--- src/rtl/core/ssab_pkg.sv ---
`default_nettype none
// ----------------------------------------------------------------------------
// ssab_pkg: shared types and constants of the sprite sheet alpha blitter
// Operation and status codes, register indexes, configuration and command
// types used by the front, the command queue and the back.
// ----------------------------------------------------------------------------
package ssab_pkg;

    localparam int DEF_MAX_SHEET_WIDTH  = 256;
    localparam int DEF_MAX_SHEET_HEIGHT = 256;
    localparam int CMD_FIFO_DEPTH       = 4;
    localparam int CFG_ADDR_W           = 5;
    localparam int CFG_DATA_W           = 32;
    localparam int DIM_W                = 9;

    // Operation codes of an input item.
    localparam logic [1:0] OP_PIXEL = 2'd0;
    localparam logic [1:0] OP_START = 2'd1;
    localparam logic [1:0] OP_READ  = 2'd2;

    // Status codes of a result item.
    localparam logic [1:0] ST_WRITTEN = 2'd0;
    localparam logic [1:0] ST_CLIPPED = 2'd1;
    localparam logic [1:0] ST_READOUT = 2'd2;
    localparam logic [1:0] ST_STARTED = 2'd3;

    // Configuration register indexes.
    localparam logic [2:0] REG_SHEET_WIDTH      = 3'd0;
    localparam logic [2:0] REG_SHEET_HEIGHT     = 3'd1;
    localparam logic [2:0] REG_SHEET_HAS_ALPHA  = 3'd2;
    localparam logic [2:0] REG_PASTE_X          = 3'd3;
    localparam logic [2:0] REG_PASTE_Y          = 3'd4;
    localparam logic [2:0] REG_PASTE_WIDTH      = 3'd5;
    localparam logic [2:0] REG_PASTE_HEIGHT     = 3'd6;
    localparam logic [2:0] REG_SOURCE_HAS_ALPHA = 3'd7;

    typedef struct packed {
        logic [DIM_W-1:0] sheet_width;
        logic [DIM_W-1:0] sheet_height;
        logic             sheet_has_alpha;
        logic [7:0]       paste_x;
        logic [7:0]       paste_y;
        logic [DIM_W-1:0] paste_width;
        logic [DIM_W-1:0] paste_height;
        logic             source_has_alpha;
    } t_cfg;

    // A note carries only a status; a read and a write touch the sheet store.
    typedef enum logic [1:0] {
        CK_NOTE  = 2'd0,
        CK_READ  = 2'd1,
        CK_WRITE = 2'd2
    } t_ckind;

    typedef struct packed {
        t_ckind     kind;
        logic [1:0] status;
        logic       blend;
        logic [7:0] red;
        logic [7:0] green;
        logic [7:0] blue;
        logic [7:0] alpha;
    } t_cmd;

    typedef struct packed {
        logic clearing;
    } t_back_stat;

endpackage
`default_nettype wire

--- src/rtl/core/ssab_front.sv ---
`default_nettype none
// ----------------------------------------------------------------------------
// ssab_front: input classification of the blitter
// Accepts items, tracks the source raster position, clips, and turns each
// item into a store command with its sheet address.
// ----------------------------------------------------------------------------
module ssab_front
    import ssab_pkg::*;
#(
    parameter int MAX_SHEET_WIDTH  = DEF_MAX_SHEET_WIDTH,
    parameter int MAX_SHEET_HEIGHT = DEF_MAX_SHEET_HEIGHT,
    parameter int ADDR_W           = 16
) (
    input  wire logic              i_clk,
    input  wire logic              i_rst_n,
    input  wire t_cfg              i_cfg,
    input  wire logic              i_hold,
    input  wire logic              i_push,
    output logic                   o_full,
    input  wire logic [1:0]        i_op,
    input  wire logic [7:0]        i_src_red,
    input  wire logic [7:0]        i_src_green,
    input  wire logic [7:0]        i_src_blue,
    input  wire logic [7:0]        i_src_alpha,
    input  wire logic [15:0]       i_read_index,
    input  wire logic              i_cmd_full,
    output logic                   o_cmd_push,
    output t_cmd                   o_cmd,
    output logic [ADDR_W-1:0]      o_cmd_addr
);

    typedef enum logic [1:0] {
        FK_START = 2'd0,
        FK_READ  = 2'd1,
        FK_PIXEL = 2'd2,
        FK_CLIP  = 2'd3
    } t_fkind;

    localparam int PROD_W = 2 * DIM_W;

    logic [DIM_W-1:0]  r_col, n_col;
    logic [DIM_W-1:0]  r_row, n_row;
    logic              r_valid, n_valid;
    t_fkind            r_kind, n_kind;
    logic [DIM_W-1:0]  r_x, n_x;
    logic [DIM_W-1:0]  r_y, n_y;
    logic [15:0]       r_idx, n_idx;
    logic [7:0]        r_red, n_red;
    logic [7:0]        r_green, n_green;
    logic [7:0]        r_blue, n_blue;
    logic [7:0]        r_sa, n_sa;
    logic              r_blend, n_blend;

    logic [DIM_W-1:0]  w_sw, w_sh, w_pw, w_ph;
    logic              w_acc, w_adv;
    logic [DIM_W:0]    w_x, w_y, w_col_inc;
    logic [DIM_W-1:0]  w_mul_a;
    logic [PROD_W-1:0] w_prod, w_sum;

    assign o_full     = i_hold || (r_valid && i_cmd_full);
    assign w_acc      = i_push && !o_full;
    assign w_adv      = r_valid && !i_cmd_full;
    assign o_cmd_push = w_adv;

    // Effective sheet and paste sizes.
    always_comb begin
        if (i_cfg.sheet_width == '0) begin
            w_sw = DIM_W'(1);
        end else if (32'(i_cfg.sheet_width) > MAX_SHEET_WIDTH) begin
            w_sw = DIM_W'(MAX_SHEET_WIDTH);
        end else begin
            w_sw = i_cfg.sheet_width;
        end
        if (i_cfg.sheet_height == '0) begin
            w_sh = DIM_W'(1);
        end else if (32'(i_cfg.sheet_height) > MAX_SHEET_HEIGHT) begin
            w_sh = DIM_W'(MAX_SHEET_HEIGHT);
        end else begin
            w_sh = i_cfg.sheet_height;
        end
        w_pw = (i_cfg.paste_width == '0) ? DIM_W'(1) : i_cfg.paste_width;
        w_ph = (i_cfg.paste_height == '0) ? DIM_W'(1) : i_cfg.paste_height;
    end

    always_comb begin
        w_x       = (DIM_W+1)'(i_cfg.paste_x) + (DIM_W+1)'(r_col);
        w_y       = (DIM_W+1)'(i_cfg.paste_y) + (DIM_W+1)'(r_row);
        w_col_inc = (DIM_W+1)'(r_col) + (DIM_W+1)'(1);

        n_col   = r_col;
        n_row   = r_row;
        n_valid = w_adv ? 1'b0 : r_valid;
        n_kind  = r_kind;
        n_x     = r_x;
        n_y     = r_y;
        n_idx   = r_idx;
        n_red   = r_red;
        n_green = r_green;
        n_blue  = r_blue;
        n_sa    = r_sa;
        n_blend = r_blend;

        if (w_acc) begin
            case (i_op)
                OP_START: begin
                    n_col   = '0;
                    n_row   = '0;
                    n_valid = 1'b1;
                    n_kind  = FK_START;
                end
                OP_READ: begin
                    n_valid = 1'b1;
                    n_kind  = FK_READ;
                    n_idx   = i_read_index;
                end
                OP_PIXEL: begin
                    n_valid = 1'b1;
                    n_red   = i_src_red;
                    n_green = i_src_green;
                    n_blue  = i_src_blue;
                    n_sa    = i_cfg.source_has_alpha ? i_src_alpha : 8'hFF;
                    n_blend = i_cfg.sheet_has_alpha;
                    n_x     = w_x[DIM_W-1:0];
                    n_y     = w_y[DIM_W-1:0];
                    if (r_row >= w_ph) begin
                        // Past the last row of the image: the raster holds.
                        n_kind = FK_CLIP;
                    end else begin
                        if (w_col_inc >= (DIM_W+1)'(w_pw)) begin
                            n_col = '0;
                            n_row = r_row + DIM_W'(1);
                        end else begin
                            n_col = w_col_inc[DIM_W-1:0];
                        end
                        if (w_x >= (DIM_W+1)'(w_sw) || w_y >= (DIM_W+1)'(w_sh)) begin
                            n_kind = FK_CLIP;
                        end else begin
                            n_kind = FK_PIXEL;
                        end
                    end
                end
                default: begin
                end
            endcase
        end
    end

    // One shared multiplier: sheet area for a readout, row offset for a pixel.
    always_comb begin
        w_mul_a = (r_kind == FK_READ) ? w_sh : r_y;
        w_prod  = PROD_W'(w_mul_a) * PROD_W'(w_sw);
        w_sum   = w_prod + PROD_W'(r_x);

        o_cmd.kind   = CK_NOTE;
        o_cmd.status = ST_CLIPPED;
        o_cmd.blend  = r_blend;
        o_cmd.red    = r_red;
        o_cmd.green  = r_green;
        o_cmd.blue   = r_blue;
        o_cmd.alpha  = r_sa;
        o_cmd_addr   = ADDR_W'(w_sum);
        case (r_kind)
            FK_START: begin
                o_cmd.status = ST_STARTED;
            end
            FK_READ: begin
                o_cmd.status = ST_READOUT;
                o_cmd_addr   = ADDR_W'(r_idx);
                if (PROD_W'(r_idx) < w_prod) begin
                    o_cmd.kind = CK_READ;
                end
            end
            FK_PIXEL: begin
                o_cmd.kind   = CK_WRITE;
                o_cmd.status = ST_WRITTEN;
            end
            default: begin
                o_cmd.status = ST_CLIPPED;
            end
        endcase
    end

    always_ff @(posedge i_clk) begin
        if (!i_rst_n) begin
            r_col   <= '0;
            r_row   <= '0;
            r_valid <= 1'b0;
        end else begin
            r_col   <= n_col;
            r_row   <= n_row;
            r_valid <= n_valid;
        end
        r_kind  <= n_kind;
        r_x     <= n_x;
        r_y     <= n_y;
        r_idx   <= n_idx;
        r_red   <= n_red;
        r_green <= n_green;
        r_blue  <= n_blue;
        r_sa    <= n_sa;
        r_blend <= n_blend;
    end

endmodule
`default_nettype wire

--- config.mk ---
export PLATFORM = sky130hd
export DESIGN_NAME = ssab_front
export DESIGN_NICKNAME = d
export VERILOG_FILES = /design/src/rtl/core/ssab_pkg.sv /design/src/rtl/core/ssab_front.sv
export SDC_FILE = /design/constraint.sdc
export NUM_CORES = 1
export LEC_CHECK = 0
export BUFFER_PORTS_ARGS = -buffer_cell sky130_fd_sc_hd__buf_2
export CAP_MARGIN = 30
export CELL_PAD_IN_SITES_DETAIL_PLACEMENT = 0
export CELL_PAD_IN_SITES_GLOBAL_PLACEMENT = 1
export CORE_MARGIN = 1.5
export CORE_UTILIZATION = 47
export DETAILED_ROUTE_END_ITERATION = 10
export GPL_TIMING_DRIVEN = 0
export MAX_ROUTING_LAYER = met4
export PLACE_DENSITY = 0.87
export SKIP_CTS_REPAIR_TIMING = 1
export SLEW_MARGIN = 20
export SYNTH_ARGS = -nofsm -noshare
export SYNTH_HDL_FRONTEND = slang
export SYNTH_SLANG_ARGS = --single-unit
--- constraint.sdc ---
create_clock -name i_clk -period 16.8 [get_ports i_clk]
set_clock_uncertainty 0.2 [all_clocks]
set_input_delay 2.52 -clock i_clk [delete_from_list [all_inputs] [get_ports i_clk]]
set_output_delay 2.52 -clock i_clk [all_outputs]
set_load 0.01 [all_outputs]
==> summary.txt <==
Outcome
  • Run status: finished, final reports clean

Detailed routing
  • Antenna-violating nets left: 0
  • DRC violation total after the first TritonRoute iteration: 271
  • Routed vias: 7,042
  • Residual DRC: 0
  • Vias per Instance: 5.31
  • Final WL: 21,000 microns
  • Detail-routed net length per standard cell: 15.9 microns
  • Pre-antenna DRT Iters: 5

Yosys
  • Syn nets: 1,194
  • Synthesized instance count: 912
  • Number of synthesized register bits: 88
  • Number of flops mapped to enable cells by yosys: 69
  • XOR/XNOR share of the synthesized area: 3.97%
  • Main combinational cell family by area after synthesis: adder cells
  • Post-synthesis sequential area ratio: 28.5%
  • Summed instance area of the synthesized netlist: 8600 sq um
  • Most frequently used flop master after synthesis: sky130_fd_sc_hd__edfxtp_1
  • Proportion of synthesized area in mux cells: 2.37%
  • Syn_area_per_cell: 9.43 sq um
  • Post-synthesis adder-cell area fraction: 29.8%
  • Area leader, netlist: sky130_fd_sc_hd__edfxtp_1
  • Simple-gate portion of the synthesized area: 15.2%
  • Distinct cells, synth: 64
  • Top cells by area, synth: sky130_fd_sc_hd__edfxtp_1, sky130_fd_sc_hd__ha_1, sky130_fd_sc_hd__fa_1
  • Synthesized-area fraction occupied by ao, oa, aoi and oai cells: 13.1%
  • Yosys top cell area share: 24.1%
  • Share of synthesized registers carrying an async set or reset: 0%
  • Yosys synthesis warning count: 0

Timing
  • Max Fclk: 0.0837 GHz
  • Setup total negative slack: 0 ns
  • Final number of setup-violating endpoints: 0
  • Least setup slack across all paths after layout: 4.85 ns
  • Setup repair after global routing missed its margin: false
  • Final min period: 11.95 ns
  • Worst slew margin relative to its limit: 43.3%
  • Measured slew at the worst slew-check pin: 0.850 ns
  • Total count of hold-check failures in the final report: 0
  • Fraction of the cycle the final worst path needs: 71.1%
  • Pins Over Slew Limit: 0

Cells and area
  • Layout cell share with drive strength beyond 1: 19.0%
  • Diodes inserted: 0
  • Count of nets after finishing: 1,375
  • Finished Cell Area: 10,100 sq um
  • Final cell count without fillers: 1,327
  • Final-layout fill cell count: 1,680
  • Area added between synthesis and finish: 17.4%

Placement
  • Total cell area at the placement stage: 9770 sq um
  • Worst slack after detailed placement: 4.77 ns
  • Final HPWL from detailed placement: 17,600 microns
  • Count of port buffers added during placement: 162
  • Gpl congestion: 0.922
  • Total placed cells including tap cells: 1,310

Global route
  • Number of global-route vias before repair: 7,104
  • Global-route total usage across every layer: 22.8%
  • First-pass GRT wire length: 33,900 microns
  • Initial antenna violation count: 0
  • Largest net degree at the start of global routing: 19
  • Global-route congestion overflow total: 0

Power
  • Leakage power summed over all cells: 4.91 nW
  • Combinational power share: 42.7%
  • Ratio of total power to cell area: 78.9 nW/um^2
  • Overall power of the completed layout: 797 uW
  • Net switching fraction of the power: 37.1%
  • IR drop worst, VDD: 0.0742 mV
  • Switch Pwr: 295 uW
  • Register share of total power: 30.1%
  • Int Pwr: 501 uW
  • Share of total power in the clock network: 27.2%

Clock network
  • Clock tree from TritonCTS: yes
  • Cts bufs inserted: 9
  • Worst-case clock buffer depth: 2
  • Maximum level of the CTS H-tree: 3
  • Clock tree root driver cell: sky130_fd_sc_hd__clkbuf_16
  • Number of sinks on the clock net: 88
  • Clock latency at the later pin of the worst-skew pair: 0.35 ns
  • Clock input transition at the sequential cells of the worst setup and hold paths: 0.08 ns

Floorplanning
  • Die outline height: 138 microns
  • Effective utilization at floorplan: 47.9%
  • Floorplan die width: 138 microns
  • Die area: 19,100 sq um
  • Core Box Area: 18,000 sq um
  • Top-Level Pins: 164
  • FP Rows: 49

Setup path
  • Most frequent cell on the critical path: sky130_fd_sc_hd__fa_1
  • Library cell contributing the largest single delay on the critical path: sky130_fd_sc_hd__mux2i_1
  • Largest delay contributor family on the critical path: adder cells
  • Critical Path Sink Type: output pin
  • Critical path type: input pin to output pin
  • WP data arrival: 9.23 ns
  • Delay of the slowest cell on the worst path: 0.55 ns
  • Startpoint of the most critical setup path: i_cfg[44]
  • Launching element type of the critical path: input pin
  • Sum of buffers and inverters on the critical path: 6
  • Data required time at the worst endpoint: 14.08 ns
  • Source of the worst register-to-register timing path: r_col[0]
  • Worst-path maximum fanout: 10

Min path
  • Beginning of the worst hold path: r_col[4]
  • Worst min-delay path category: register to register

Job
  • Number of max-capacitance violations reported: 0
[worst register-to-register path: stages, from the launching register on]
cell,delay [ns]
sky130_fd_sc_hd__dfxtp_1,0.44
sky130_fd_sc_hd__ha_1,0.25
sky130_fd_sc_hd__and3_1,0.22
sky130_fd_sc_hd__and3_1,0.28
sky130_fd_sc_hd__nand3_1,0.12
sky130_fd_sc_hd__xnor2_1,0.16
sky130_fd_sc_hd__ha_1,0.31
sky130_fd_sc_hd__nand3_1,0.07
sky130_fd_sc_hd__or3_1,0.36
sky130_fd_sc_hd__o211ai_2,0.30
sky130_fd_sc_hd__o2111ai_1,0.37
sky130_fd_sc_hd__or4_1,0.56
sky130_fd_sc_hd__a21oi_1,0.15
[state kept, by name (all words and copies together), names as in the netlist, 9 cells and up]
name	cells
r_col	9
r_idx	16
r_row	9
r_x	9
r_y	9
[cells by family after synthesis]
kind of cell	count (synthesis)
AND/OR/NAND/NOR	269
adder cells (fa/ha/maj)	173
AO/OA/AOI/OAI	164
buffers and inverters	160
flip-flops	88
XOR/XNOR	39
multiplexers	19
[cell type report]
| cell class | instances | area, sq um | share of cell area [%] |
|---|---|---|---|
| clock inverter | 7 | 97.6 | 0.967 |
| clock buffer | 9 | 225 | 2.23 |
| inverter | 147 | 552 | 5.47 |
| tap | 229 | 287 | 2.84 |
| timing repair buffer | 170 | 878 | 8.70 |
| sequential | 88 | 2450 | 24.3 |
| multi-input combinational | 664 | 5550 | 55.0 |
| buffer | 13 | 53.8 | 0.533 |
[synthesized netlist by cell type, types with 17 or more instances]
cell type                  instances
sky130_fd_sc_hd__nor2b_1          20
sky130_fd_sc_hd__nand2b_1         17
sky130_fd_sc_hd__dfxtp_1          19
sky130_fd_sc_hd__nor2_1           80
sky130_fd_sc_hd__edfxtp_1         69
sky130_fd_sc_hd__fa_1             53
sky130_fd_sc_hd__nand2_1          69
sky130_fd_sc_hd__a21o_1           23
sky130_fd_sc_hd__a21oi_1          40
sky130_fd_sc_hd__ha_1            120
sky130_fd_sc_hd__inv_1           146
sky130_fd_sc_hd__xnor2_1          23
sky130_fd_sc_hd__o21ai_0          20
[path summary, 6_finish.rpt]
path	to	slack, ns	cells past startpoint
max	o_cmd[35]	4.85	27
min	r_col[4]	0.32	2
max reg2reg	r_row[7]	12.92	12
min reg2reg	r_col[4]	0.32	2
[stage by stage]
step	hold WS, ns	util [%]
6_report	0.318	56.2
5_1_grt	0.349	56.2
4_1_cts	0.319	56.2
3_5_place_dp	0.307	54.4
3_3_place_gp	0.295	54.0
2_1_floorplan	0.275	-
[power groups by stage]
stage | Clock, mW | Sequential [mW] | Combinational, mW
CTS | 0.221 | 0.240 | 0.340
finish | 0.216 | 0.240 | 0.340
detailed placement | 0 | 0.245 | 0.337
global route | 0.227 | 0.240 | 0.381
floorplan | 0 | 0.246 | 0.240
global placement | 0 | 0.245 | 0.330
[routing by layer]
layer | up-vias | GRT usage, % | routed length (microns)
met5 | - | - | 0
li1 | 3506 | - | -
met3 | 47 | 4.09 | 973
met1 | 3325 | 27.2 | 9250
met4 | 0 | 8.64 | 667
met2 | 164 | 38.3 | 10200
[layout by cell type, fill, tap and decap left out, types with 5 or more instances in the layout]
cell	netlist	final
sky130_fd_sc_hd__nand2_1	69	69
sky130_fd_sc_hd__nand2b_1	17	17
sky130_fd_sc_hd__nor4_1	8	8
sky130_fd_sc_hd__xnor2_1	23	23
sky130_fd_sc_hd__a21o_1	23	23
sky130_fd_sc_hd__a31oi_1	6	6
sky130_fd_sc_hd__fa_1	53	53
sky130_fd_sc_hd__nor3_1	16	15
sky130_fd_sc_hd__buf_4	1	7
sky130_fd_sc_hd__nor2_1	80	80
sky130_fd_sc_hd__and3_1	9	9
sky130_fd_sc_hd__clkbuf_16	0	9
sky130_fd_sc_hd__o21ai_0	20	20
sky130_fd_sc_hd__edfxtp_1	69	69
sky130_fd_sc_hd__o21ai_1	7	7
sky130_fd_sc_hd__or3_1	6	6
sky130_fd_sc_hd__a21oi_1	40	40
sky130_fd_sc_hd__a211oi_1	5	5
sky130_fd_sc_hd__ha_1	120	120
sky130_fd_sc_hd__o21a_1	7	7
sky130_fd_sc_hd__nor2b_1	20	20
sky130_fd_sc_hd__inv_1	146	146
sky130_fd_sc_hd__o211ai_1	6	6
sky130_fd_sc_hd__xor2_1	16	16
sky130_fd_sc_hd__clkbuf_1	8	8
sky130_fd_sc_hd__dfxtp_1	19	19
sky130_fd_sc_hd__or4_1	8	8
sky130_fd_sc_hd__a211o_1	5	5
sky130_fd_sc_hd__a21boi_1	10	10
sky130_fd_sc_hd__mux2_2	11	11
sky130_fd_sc_hd__nand3_1	12	12
sky130_fd_sc_hd__nand4_1	7	7
sky130_fd_sc_hd__mux2i_1	8	8
sky130_fd_sc_hd__buf_2	1	163
No activity file was read; power rests on OpenSTA's default activity.
