**config.mk**
```make
export PLATFORM = sky130hd
export DESIGN_NAME = ssab_cmd_fifo
export DESIGN_NICKNAME = d
export VERILOG_FILES = /design/src/rtl/core/ssab_pkg.sv /design/src/rtl/core/ssab_cmd_fifo.sv
export SDC_FILE = /design/constraint.sdc
export NUM_CORES = 1
export LEC_CHECK = 0
export ABC_CLOCK_PERIOD_IN_PS = 3610
export BUFFER_PORTS_ARGS = -buffer_cell sky130_fd_sc_hd__buf_2
export CAP_MARGIN = 20
export CORE_UTILIZATION = 42
export DETAILED_ROUTE_END_ITERATION = 6
export PLACE_DENSITY = 0.6
export SLEW_MARGIN = 40
export SYNTH_ARGS = -nofsm -noshare
export SYNTH_HDL_FRONTEND = slang
export SYNTH_SLANG_ARGS = --single-unit
export TNS_END_PERCENT = 30
```
**constraint.sdc**
```tcl
create_clock -name i_clk -period 3.61 [get_ports i_clk]
set_input_delay 0.722 -clock i_clk [delete_from_list [all_inputs] [get_ports i_clk]]
set_output_delay 0.722 -clock i_clk [all_outputs]
set_load 0.02 [all_outputs]
```
**src/rtl/core/ssab_pkg.sv**
```systemverilog
`default_nettype none
// ----------------------------------------------------------------------------
// ssab_pkg: shared types and constants of the sprite sheet alpha blitter
// Operation and status codes, register indexes, configuration and command
// types used by the front, the command queue and the back.
// ----------------------------------------------------------------------------
package ssab_pkg;

    localparam int DEF_MAX_SHEET_WIDTH  = 256;
    localparam int DEF_MAX_SHEET_HEIGHT = 256;
    localparam int CMD_FIFO_DEPTH       = 4;
    localparam int CFG_ADDR_W           = 5;
    localparam int CFG_DATA_W           = 32;
    localparam int DIM_W                = 9;

    // Operation codes of an input item.
    localparam logic [1:0] OP_PIXEL = 2'd0;
    localparam logic [1:0] OP_START = 2'd1;
    localparam logic [1:0] OP_READ  = 2'd2;

    // Status codes of a result item.
    localparam logic [1:0] ST_WRITTEN = 2'd0;
    localparam logic [1:0] ST_CLIPPED = 2'd1;
    localparam logic [1:0] ST_READOUT = 2'd2;
    localparam logic [1:0] ST_STARTED = 2'd3;

    // Configuration register indexes.
    localparam logic [2:0] REG_SHEET_WIDTH      = 3'd0;
    localparam logic [2:0] REG_SHEET_HEIGHT     = 3'd1;
    localparam logic [2:0] REG_SHEET_HAS_ALPHA  = 3'd2;
    localparam logic [2:0] REG_PASTE_X          = 3'd3;
    localparam logic [2:0] REG_PASTE_Y          = 3'd4;
    localparam logic [2:0] REG_PASTE_WIDTH      = 3'd5;
    localparam logic [2:0] REG_PASTE_HEIGHT     = 3'd6;
    localparam logic [2:0] REG_SOURCE_HAS_ALPHA = 3'd7;

    typedef struct packed {
        logic [DIM_W-1:0] sheet_width;
        logic [DIM_W-1:0] sheet_height;
        logic             sheet_has_alpha;
        logic [7:0]       paste_x;
        logic [7:0]       paste_y;
        logic [DIM_W-1:0] paste_width;
        logic [DIM_W-1:0] paste_height;
        logic             source_has_alpha;
    } t_cfg;

    // A note carries only a status; a read and a write touch the sheet store.
    typedef enum logic [1:0] {
        CK_NOTE  = 2'd0,
        CK_READ  = 2'd1,
        CK_WRITE = 2'd2
    } t_ckind;

    typedef struct packed {
        t_ckind     kind;
        logic [1:0] status;
        logic       blend;
        logic [7:0] red;
        logic [7:0] green;
        logic [7:0] blue;
        logic [7:0] alpha;
    } t_cmd;

    typedef struct packed {
        logic clearing;
    } t_back_stat;

endpackage
`default_nettype wire

```
**src/rtl/core/ssab_cmd_fifo.sv**
```systemverilog
`default_nettype none
// ----------------------------------------------------------------------------
// ssab_cmd_fifo: command queue between front and back
// A short first-in first-out queue of store commands.
// ----------------------------------------------------------------------------
module ssab_cmd_fifo
    import ssab_pkg::*;
#(
    parameter int DATA_W = 32,
    parameter int DEPTH  = CMD_FIFO_DEPTH
) (
    input  wire logic              i_clk,
    input  wire logic              i_rst_n,
    input  wire logic              i_push,
    input  wire logic [DATA_W-1:0] i_data,
    output logic                   o_full,
    input  wire logic              i_pop,
    output logic [DATA_W-1:0]      o_data,
    output logic                   o_empty
);

    localparam int PTR_W = (DEPTH > 1) ? $clog2(DEPTH) : 1;
    localparam int CNT_W = $clog2(DEPTH + 1);

    logic [DATA_W-1:0] r_mem [DEPTH];
    logic [PTR_W-1:0]  r_wptr, n_wptr;
    logic [PTR_W-1:0]  r_rptr, n_rptr;
    logic [CNT_W-1:0]  r_count, n_count;
    logic              w_do_push, w_do_pop;

    assign o_full    = (r_count == CNT_W'(DEPTH));
    assign o_empty   = (r_count == '0);
    assign o_data    = r_mem[r_rptr];
    assign w_do_push = i_push && !o_full;
    assign w_do_pop  = i_pop && !o_empty;

    always_comb begin
        n_wptr  = r_wptr;
        n_rptr  = r_rptr;
        n_count = r_count;
        if (w_do_push) begin
            n_wptr = (r_wptr == PTR_W'(DEPTH - 1)) ? '0 : r_wptr + PTR_W'(1);
        end
        if (w_do_pop) begin
            n_rptr = (r_rptr == PTR_W'(DEPTH - 1)) ? '0 : r_rptr + PTR_W'(1);
        end
        if (w_do_push && !w_do_pop) begin
            n_count = r_count + CNT_W'(1);
        end else if (w_do_pop && !w_do_push) begin
            n_count = r_count - CNT_W'(1);
        end
    end

    always_ff @(posedge i_clk) begin
        if (!i_rst_n) begin
            r_wptr  <= '0;
            r_rptr  <= '0;
            r_count <= '0;
        end else begin
            r_wptr  <= n_wptr;
            r_rptr  <= n_rptr;
            r_count <= n_count;
        end
        if (w_do_push) begin
            r_mem[r_wptr] <= i_data;
        end
    end

endmodule
`default_nettype wire

```
==> results by group, run 1 <==
Logic synthesis
  – Number of synthesized flops with an enable pin: 128
  – FF+latch count, synth: about 140
  – Area leader, netlist: edfxtp_1
  – Cell variety after synth: 25
  – Cell Area, Synth: 5140 µm²
  – Top cells by count, synth: edfxtp_1 (128), mux4_2 (30), dfxtp_1 (9)
  – Post-synth top area share: 0.748
  – Register area share after synthesis: 0.783
  – Post-synthesis cell count: 218
  – Synth top area cells: edfxtp_1 (75%), mux4_2 (13%), dfxtp_1 (3.5%), ha_1 (1.5%), buf_12 (1.2%)
  – Ys async rst share: 0
  – Primary FF master, synth: edfxtp_1
  – Synthesized Nets: 261
  – Count leader, synth: edfxtp_1
  – Ys Warns: 0
  – Syn avg cell area: 23.6 µm²

Clock network
  – H-tree depth: 4
  – Clock slew at reported path FFs: 50 ps
  – Post-CTS Repair Setup Buffers: 0
  – Clock Path Buffers: 2
  – Clk sinks: 137
  – Hold Buf Count CTS: 0
  – Root buffer cell: clkbuf_16
  – Clk_lat worst skew: 410 ps
  – CTS buffer count: 17
  – TritonCTS clock tree: yes
  – PostCTS Resize Cnt: 0

Floorplan
  – Die H: 113 µm
  – Initial Util: 0.430
  – CORE AREA: 12000 µm²
  – Std cell rows: 40
  – # IOs: 70
  – Die X: 113 µm
  – Die Footprint: ~13000 µm²

GRT
  – Vias in the first global route: approximately 2400
  – Global-route wire length before repair: between 10 and 15 mm
  – Grt total ovfl: 0
  – Largest net degree at the start of global routing: 33
  – Gr usage total: 0.153
  – Initial antenna violation count: 0

Setup path
  – Reg2reg start: r_count[0]$_SDFFE_PN0P_
  – Crit. End Element: primary output
  – CP max FO: 18
  – Worst-case reg-to-reg path depth: 7
  – Crit path kind: flop to primary output
  – Arrival time at the worst endpoint: between 2000 and 2500 ps
  – Worst setup path endpoint: o_data[21]
  – Crit start category: flop
  – CP Data Required Time: just under 3000 ps
  – R2R Setup Slk: 1240 ps
  – Reg-to-reg endpoint: r_count[2]$_SDFFE_PN0P_

Timing
  – Hold Violations, Final: 0
  – Slew HR: 0.591
  – Final setup fails: 0
  – F_max: 350 MHz
  – Final period util: 0.792
  – Clock Skew: between 7 and 8 ps
  – Sum Neg Setup Slack: 0 ps
  – Period minus WS final: 2860 ps
  – Fin. max-slew vios: 0
  – RSZ-0062 raised after global routing: no
  – Worst slew pin tran: approximately 610 ps

Detailed routing
  – Antenna Nets Post-Route: 0
  – DR WL/cell: between 15 and 20 µm
  – Iter 0 DRT Violations: approximately 170
  – Vias per Instance: 5.06
  – Drt total wl: 8.77 mm
  – Total number of vias: roughly 2400
  – Detailed Routing Iterations Pass 1: 4
  – Drc violations: 0

Min path
  – Hold Path Class: flop to flop

Run status
  – Status: finished clean

Placed design
  – DP Cell Count: 433
  – Final GP Congestion: about 0.7
  – Input/output buffers: 69
  – HPWL Detailed: 5.40 mm

Pwr
  – Leak: roughly 2.2 nW
  – Tot Pwr: 4.76 mW
  – Max IR drop VDD: 0.260 mV
  – PD cells: 762 nW/µm²

Final layout
  – Share of layout cells above drive strength 1: 0.450
  – Post-route insts no fill: 465
  – Multi-input logic area: 1010 µm²
  – Post-layout util: 0.522
  – # nets final: approximately 350
  – # diodes: 0
  – Fillcell total: 939
  – P&R area growth vs syn: 21.4%
  – Register area: 4030 µm²

Job
  – MaxCap Viol Count: 0
==> final cells by class <==
| cell class | instances | share of cell area |
|---|---|---|
| Multi-Input combinational cell | 69 | 0.162 |
| Inverter | 3 | 0.00180 |
| Tap cell | 147 | 0.0295 |
| Sequential cell | 137 | 0.646 |
| Clock inverter | 9 | 0.0154 |
| Timing Repair Buffer | 77 | 0.0670 |
| Clock buffer | 23 | 0.0782 |
==> layout by cell type (no fill, tap or decap) <==
cell type   count
nor3_1          1
nor2b_1         2
a21boi_0        1
o21ai_0         3
clkbuf_16      17
buf_4           7
mux2i_1         3
ha_1            6
clkbuf_1        2
clkbuf_8        4
or3_1           1
buf_2          69
nor3b_2         1
nor2_1          2
mux4_1          2
nand2_1         6
clkinv_1        1
clkinvlp_4      1
xor2_1          1
nand3_1         2
dfxtp_2         1
bufinv_16       2
edfxtp_1      128
o31ai_1         1
dfxtp_1         7
inv_1           3
and2_1          1
fa_1            1
clkinv_2        5
dfxtp_4         1
mux4_2         30
and2_2          4
xnor2_1         1
buf_12          1
==> report_power, final <==
part           switching, mW  leakage, nW  total (mW)  internal (mW)
Combinational          0.554        0.634        1.02          0.464
Sequential             0.124         1.25        2.06           1.94
Clock                  0.593        0.290        1.67           1.08
Total                   1.27         2.17        4.76           3.48
==> state kept, by name (all words and copies together), names as in the netlist, named ones only <==
name,count
r_count,3
r_mem,128
r_rptr,2
r_wptr,2
==> stage by stage <==
step           hold WS [ps]  area, µm²  setup slack, ps
4_1_cts                 502       6240              660
3_3_place_gp            488       5650             1060
6_report                507       6240              750
3_5_place_dp            505       5660              982
5_1_grt                 509       6240              602
2_1_floorplan           468       5140             1370
==> how the worst min path moves through the flow <==
stage                                      start                      to  slack [ps]  cells past startpoint
after global placement    r_wptr[1]$_SDFFE_PN0P_  r_wptr[1]$_SDFFE_PN0P_         490                      2
after CTS                             i_data[27]  r_mem[2][27]$_DFFE_PP_         500                      1
after floorplan           r_wptr[1]$_SDFFE_PN0P_  r_wptr[1]$_SDFFE_PN0P_         470                      2
after detailed placement  r_wptr[1]$_SDFFE_PN0P_  r_wptr[1]$_SDFFE_PN0P_         510                      2
final                     r_wptr[1]$_SDFFE_PN0P_  r_wptr[1]$_SDFFE_PN0P_         510                      2
after global routing                  i_data[13]  r_mem[2][13]$_DFFE_PP_         510                      1
==> worst max-delay path: stages (launching register included) <==
cell,delay [ps]
dfxtp_2,700
buf_12,270
mux4_1,570
buf_2,170
==> metal layers <==
metal,vias up,global-route usage,part of all wire
li1,1080,-,-
met1,1197,0.196,0.45
met2,63,0.226,0.48
met3,15,0.0556,0.048
met4,0,0.0880,0.021
met5,-,0,0
==> cells by family (layout without fill, tap and decap cells) <==
logic type	Yosys count	after routing	synth area share
compound gates	5	5	0.00584
xor+xnor	2	2	0.00341
fa+ha+maj	7	7	0.0185
buf+inv	12	112	0.0207
flops	137	137	0.783
mux	35	35	0.148
simple gates	20	20	0.0209
Note: power is estimated with default switching activity, not from simulation.
==> inputs of run 2 (changes only) <==
--- a/config.mk
+++ b/config.mk
@@ -5,12 +5,12 @@
 export SDC_FILE = /design/constraint.sdc
 export NUM_CORES = 1
 export LEC_CHECK = 0
-export ABC_CLOCK_PERIOD_IN_PS = 3610
+export ABC_CLOCK_PERIOD_IN_PS = 2300
 export BUFFER_PORTS_ARGS = -buffer_cell sky130_fd_sc_hd__buf_2
 export CAP_MARGIN = 20
 export CORE_UTILIZATION = 42
 export DETAILED_ROUTE_END_ITERATION = 6
-export PLACE_DENSITY = 0.6
+export PLACE_DENSITY = 0.63
 export SLEW_MARGIN = 40
 export SYNTH_ARGS = -nofsm -noshare
 export SYNTH_HDL_FRONTEND = slang
==> constraint.sdc (replaced) <==
create_clock -name i_clk -period 2.3 [get_ports i_clk]
set_input_delay 0.46 -clock i_clk [delete_from_list [all_inputs] [get_ports i_clk]]
set_output_delay 0.46 -clock i_clk [all_outputs]
set_load 0.02 [all_outputs]
==> run 2 against run 1 <==
Final cell count unchanged. Clock-buffer cell count is 5 lower. Sequential cell count unchanged. Die area stayed put. Clock skew down 2.8 ps. First-iteration DRC count is 19% higher. Via count decreased by 0.34%. Core utilization decreased by 0.12 points. Largest power group unchanged. Critical path depth is the same. Sequential power rose by 53%.
==> results by group, run 2 (synthesized netlist as in run 1, its figures left out) <==
Run status
  – Status: finished clean

Setup path
  – Worst setup path endpoint: o_data[22]
  – Reg2reg start: r_count[1]$_SDFFE_PN0P_
  – Reg-to-reg endpoint: r_count[2]$_SDFFE_PN0P_
  – Crit start category: flop
  – Critical path, cell by cell: buf_12, mux4_1, buf_2
  – R2R Setup Slk: 180 ps (-1060 ps)
  – Crit. End Element: primary output
  – Slowest cell delay on critical path: 590 ps (-110 ps)
  – CP max-delay cell: mux4_1
  – CP max FO: 24 (+6)
  – CP Data Required Time: 1840 ps (-1050 ps)
  – Cell family with most CP delay: multiplexers
  – Arrival time at the worst endpoint: 1750 ps (-390 ps)
  – Crit path kind: flop to primary output
  – CP Depth: 3 (unchanged)
  – Worst-case reg-to-reg path depth: 7 (unchanged)
  – Crit path buffers/inverters: 2 (unchanged)

Final layout
  – Commonest non-fill, non-tap cell in the layout: edfxtp_1
  – # nets final: 348 (unchanged)
  – Post-layout util: 0.521 (-0.00115)
  – Post-route insts no fill: 465 (unchanged)
  – P&R area growth vs syn: 21.2%
  – Max reg flops: 128 (unchanged)
  – Commonest cells after routing, fill and taps aside: edfxtp_1 (128), buf_2 (69), mux4_2 (31), clkbuf_16 (17)
  – Share of layout cells above drive strength 1: 0.451 (+0.00142)
  – Top flop regs: r_mem: 128 flops, r_count: 3 flops
  – Largest reg by FF count: r_mem

Timing
  – Slew HR: 0.775 (+0.184)
  – Hold Violations, Final: 0 (unchanged)
  – Fin. max-slew vios: 0 (unchanged)
  – Clock Skew: 4.66 ps (-2.83 ps)
  – Period minus WS final: 2210 ps
  – Final setup fails: 0 (unchanged)
  – Post-route worst setup slack: 91.4 ps (-658 ps)
  – F_max: about 450 MHz
  – Worst slew pin tran: 337 ps (-271 ps)
  – RSZ-0062 raised after global routing: no
  – Final period util: 0.960

Clock network
  – Clock slew at reported path FFs: 50 ps (about the same)
  – Clk sinks: 137 (unchanged)
  – H-tree depth: 4 (unchanged)
  – TritonCTS clock tree: yes
  – Clk_lat worst skew: 410 ps (about the same)
  – Clock Path Buffers: 2 (unchanged)
  – Root buffer cell: clkbuf_16
  – CTS buffer count: 17 (unchanged)
  – Hold Buf Count CTS: 0 (unchanged)

Floorplan
  – Std cell rows: 40 (unchanged)
  – CORE AREA: 12000 µm² (unchanged)
  – Initial Util: 0.430 (unchanged)
  – Die Footprint: 12700 µm² (unchanged)
  – Die H: 113 µm (unchanged)
  – # IOs: 70 (unchanged)
  – Die X: 113 µm (unchanged)

Detailed routing
  – DR WL/cell: 17.8 µm (-5.5%)
  – Vias per Instance: 5.05 (-0.34%)
  – Detailed Routing Iterations Pass 1: 4 (unchanged)
  – Total number of vias: 2347 (-0.34%)
  – Drt total wl: 8.29 mm (-5.5%)
  – Antenna Nets Post-Route: 0 (unchanged)
  – Drc violations: 0 (unchanged)
  – Iter 0 DRT Violations: 198 (+19%)

GRT
  – Gr usage total: 0.145 (-0.00814)
  – Vias in the first global route: 2434 (+1.7%)
  – Grt total ovfl: 0 (unchanged)
  – Initial antenna violation count: 1 (+1)
  – Largest net degree at the start of global routing: 27 (-18%)
  – Global-route wire length before repair: 13.0 mm (-4.0%)

Placed design
  – HPWL Detailed: 4.99 mm (-7.6%)
  – Input/output buffers: 69 (unchanged)
  – Final GP Congestion: 0.646 (-7.5%)
  – DP Cell Count: 433 (unchanged)
  – Placement Setup Slack: -88.2 ps (-1070 ps)

Pwr
  – Max IR drop VDD: 0.598 mV (+130%)
  – PD cells: 1150 nW/µm² (+50%)
  – Leak: 2.14 nW (-1.5%)

Min path
  – Hold Path Class: input port to flop
  – Hold_sp: i_data[17]

Job
  – MaxCap Viol Count: 0 (unchanged)
==> run 2: worst min path at each step <==
stage / endpoint / cells after the start
2_1_floorplan: r_wptr[1]$_SDFFE_PN0P_ / 2
3_3_place_gp: r_wptr[1]$_SDFFE_PN0P_ / 2
3_5_place_dp: r_wptr[1]$_SDFFE_PN0P_ / 2
4_1_cts: r_mem[0][25]$_DFFE_PP_ / 1
5_1_grt: r_mem[0][25]$_DFFE_PP_ / 1
6_report: r_mem[1][17]$_DFFE_PP_ / 1
==> run 2: worst reg2reg max path, delay by kind of cell (launching register included) <==
family	cells	cell delay, ps
DFF	1	360
and+or+nand+nor	1	300
xor gates and xnor gates	1	170
buffers and inverters	1	70
adders and majority gates	2	640
AOI/OAI and AO/OA	2	510
==> run 2: report_power, final <==
part	internal, mW	switching [mW]
sequential	3.05	0.118
clock	1.33	0.909
combinational	0.780	0.949
==> run 2: what timing repair did <==
action,in CTS,in global routing
buffers inserted,0,0
gates resized for setup,1,5
setup endpoints to repair,1,2
pin swaps,0,0
==> run 2: metrics by stage <==
step / area (µm²) / total power, mW / setup TNS [ps] / hold WS (ps)
3_3_place_gp: 5720 / 4.94 / 0 / 488
6_report: 6230 / 7.14 / 0 / 265
5_1_grt: 6220 / 7.48 / 0 / 242
4_1_cts: 6210 / 7.22 / 0 / 251
2_1_floorplan: 5140 / 4.46 / 0 / 468
3_5_place_dp: 5720 / 4.96 / -88.2 / 506
==> run 2: cell type report <==
type | count | area, µm²
fill | 930 | 5740
sequential | 137 | 4030
multi-input combinational | 69 | 1030
timing repair buffer | 77 | 480
clock buffer | 18 | 429
tap | 147 | 184
clock inverter | 13 | 63.8
inverter | 3 | 11.3
antenna | 1 | 2.50
==> run 2: per-layer routing <==
layer | vias up | global-route usage | share of wire
li1 | 1078 | - | -
met3 | 12 | 0.0653 | 0.052
met5 | - | 0 | 0
met2 | 53 | 0.230 | 0.50
met4 | 0 | 0.0587 | 0.015
met1 | 1204 | 0.172 | 0.43
==> inputs of run 3 (changes only) <==
--- a/config.mk
+++ b/config.mk
@@ -8,6 +8,7 @@
 export ABC_CLOCK_PERIOD_IN_PS = 2300
 export BUFFER_PORTS_ARGS = -buffer_cell sky130_fd_sc_hd__buf_2
 export CAP_MARGIN = 20
+export CORE_MARGIN = 1.5
 export CORE_UTILIZATION = 42
 export DETAILED_ROUTE_END_ITERATION = 6
 export PLACE_DENSITY = 0.63
==> run 3 against run 2 <==
Worst setup slack better by 7.2 ps. Sequential power about the same. Die area grew 1.8%. Non-clock buffer count up 4. First-iteration DRC count fell by 37%. Clock-buffer cell count up 4. Via count is 0.17% higher. Maximum frequency rose by 0.33%. Worst hold slack about the same. Largest cell class unchanged. Largest power group unchanged.
==> results by group, run 3 (synthesized netlist as in run 1, its figures left out) <==
Clock network
  – TritonCTS clock tree: yes
  – Clock Path Buffers: 2 (unchanged)
  – Hold Buf Count CTS: 0 (unchanged)
  – Clk sinks: 137 (unchanged)
  – Root buffer cell: clkbuf_16
  – Clock slew at reported path FFs: 50 ps (about the same)
  – H-tree depth: 4 (unchanged)
  – Clk_lat worst skew: 410 ps (about the same)
  – CTS buffer count: 17 (unchanged)

Placed design
  – Area after DPL: 5720 µm² (about the same)
  – Input/output buffers: 69 (unchanged)
  – HPWL Detailed: 5.13 mm (+2.9%)
  – Placement Setup Slack: -35.8 ps (+52.5 ps)
  – DP Cell Count: 437 (+0.92%)
  – Final GP Congestion: 0.702 (+8.7%)

Final layout
  – P&R area growth vs syn: 22.5%
  – # nets final: 352 (+1.1%)
  – Post-route cell area: 6290 µm² (+1.1%)
  – # diodes: 0 (-1)
  – Fillcell total: 957 (+2.9%)
  – Commonest non-fill, non-tap cell in the layout: edfxtp_1
  – Commonest cells after routing, fill and taps aside: edfxtp_1 (128), buf_2 (69), mux4_2 (30), clkbuf_16 (17), buf_4 (8)
  – Largest reg by FF count: r_mem
  – Post-layout util: 0.526 (+0.00575)
  – Post-route insts no fill: 468 (+0.65%)
  – Share of layout cells above drive strength 1: 0.452 (+0.000609)
  – Top flop regs: r_mem: 128 flops, r_count: 3 flops
  – Max reg flops: 128 (unchanged)

Floorplan
  – # IOs: 70 (unchanged)
  – Initial Util: 0.430 (unchanged)
  – Die Footprint: 12900 µm² (+1.8%)
  – Die X: 114 µm (+0.89%)
  – Die H: 114 µm (+0.89%)
  – Std cell rows: 40 (unchanged)
  – CORE AREA: 12000 µm² (unchanged)

Timing
  – Final setup fails: 0 (unchanged)
  – Period minus WS final: 2200 ps (-7.19 ps)
  – Post-route worst setup slack: 98.6 ps (+7.19 ps)
  – Worst slew pin tran: 382 ps (+44.9 ps)
  – Hold Violations, Final: 0 (unchanged)
  – Clock Skew: 4.49 ps (-0.163 ps)
  – F_max: 454 MHz (+0.33%)
  – Slew HR: 0.745 (-0.0300)
  – Fin. max-slew vios: 0 (unchanged)
  – Hold slack: 265 ps (-0.389 ps)
  – RSZ-0062 raised after global routing: yes
  – Sum Neg Setup Slack: 0 ps (unchanged)
  – Final period util: 0.957 (-0.00313)

GRT
  – Gr usage total: 0.144 (-0.00110)
  – Global-route wire length before repair: 13.2 mm (+2.1%)
  – Grt total ovfl: 0 (unchanged)
  – Vias in the first global route: 2518 (+3.5%)
  – Largest net degree at the start of global routing: 26 (-3.7%)
  – Initial antenna violation count: 0 (-1)

Setup path
  – CP Data Required Time: 1840 ps (about the same)
  – R2R Setup Slk: 120 ps (-60 ps)
  – Crit. End Element: primary output
  – CP max FO: 12 (-50%)
  – Arrival time at the worst endpoint: 1740 ps (about the same)
  – Crit start category: flop
  – Crit path kind: flop to primary output

Detailed routing
  – Iter 0 DRT Violations: 125 (-37%)
  – Antenna Nets Post-Route: 0 (unchanged)
  – DR WL/cell: 18.1 µm (+1.5%)
  – Vias per Instance: 5.02 (-0.47%)
  – Drt total wl: 8.47 mm (+2.2%)
  – Drc violations: 0 (unchanged)
  – Total number of vias: 2351 (+0.17%)
  – Detailed Routing Iterations Pass 1: 4 (unchanged)

Pwr
  – PD cells: 1190 nW/µm² (+3.6%)
  – Max IR drop VDD: 0.454 mV (-24%)
  – Tot Pwr: 7.48 mW (+4.8%)
  – Leak: 2.19 nW (+2.1%)

Run status
  – Status: finished clean

Job
  – MaxCap Viol Count: 0 (unchanged)

Min path
  – Hold Path Class: input port to flop
==> run 3: cell count changes in the layout (fill, tap and decap cells not counted), moves of 3 or more <==
cell,before,now
buf_4,2,8
bufinv_16,0,3
clkbuf_1,1,5
clkinv_1,6,0
==> run 3: critical path, stage by stage (launching register included) <==
cell,delay (ps)
dfxtp_2,330
buf_4,270
mux4_2,550
buf_2,180
==> run 3: report_power, final <==
group | internal (mW) | leakage [nW] | switching, mW
Sequential | 3.04 | 1.25 | 0.0949
Combinational | 0.759 | 0.664 | 0.971
Clock | 1.69 | 0.274 | 0.920
Total | 5.49 | 2.19 | 1.99
==> run 3: final timing paths <==
kind	endpoint	depth (start not counted)	startpoint
worst max register to register	r_count[2]$_SDFFE_PN0P_	7	r_count[1]$_SDFFE_PN0P_
worst min register to register	r_wptr[1]$_SDFFE_PN0P_	2	r_wptr[1]$_SDFFE_PN0P_
worst min-delay path	r_mem[0][22]$_DFFE_PP_	1	i_data[22]
worst max-delay path	o_data[14]	3	flop
==> run 3: layer usage <==
metal	GRT usage	vias to the layer above	routed length (µm)
met4	0.0600	0	136
met2	0.225	59	4150
li1	-	1087	-
met3	0.0569	13	439
met5	0	-	0
met1	0.180	1192	3740
==> run 3: final cells by class <==
type / instances / area [µm²] / share of cell area
clock inverter: 9 / 125 / 0.0199
tap: 147 / 184 / 0.0292
clock buffer: 22 / 444 / 0.0706
multi-input combinational: 69 / 1020 / 0.162
timing repair buffer: 81 / 485 / 0.0771
sequential: 137 / 4030 / 0.640
inverter: 3 / 11.3 / 0.00179
==> run 3: timing repair <==
item | CTS | global route
resized for setup | 1 | 0
gates cloned | 0 | 0
buffers inserted | 0 | 0
endpoints found under the setup margin | 1 | 1
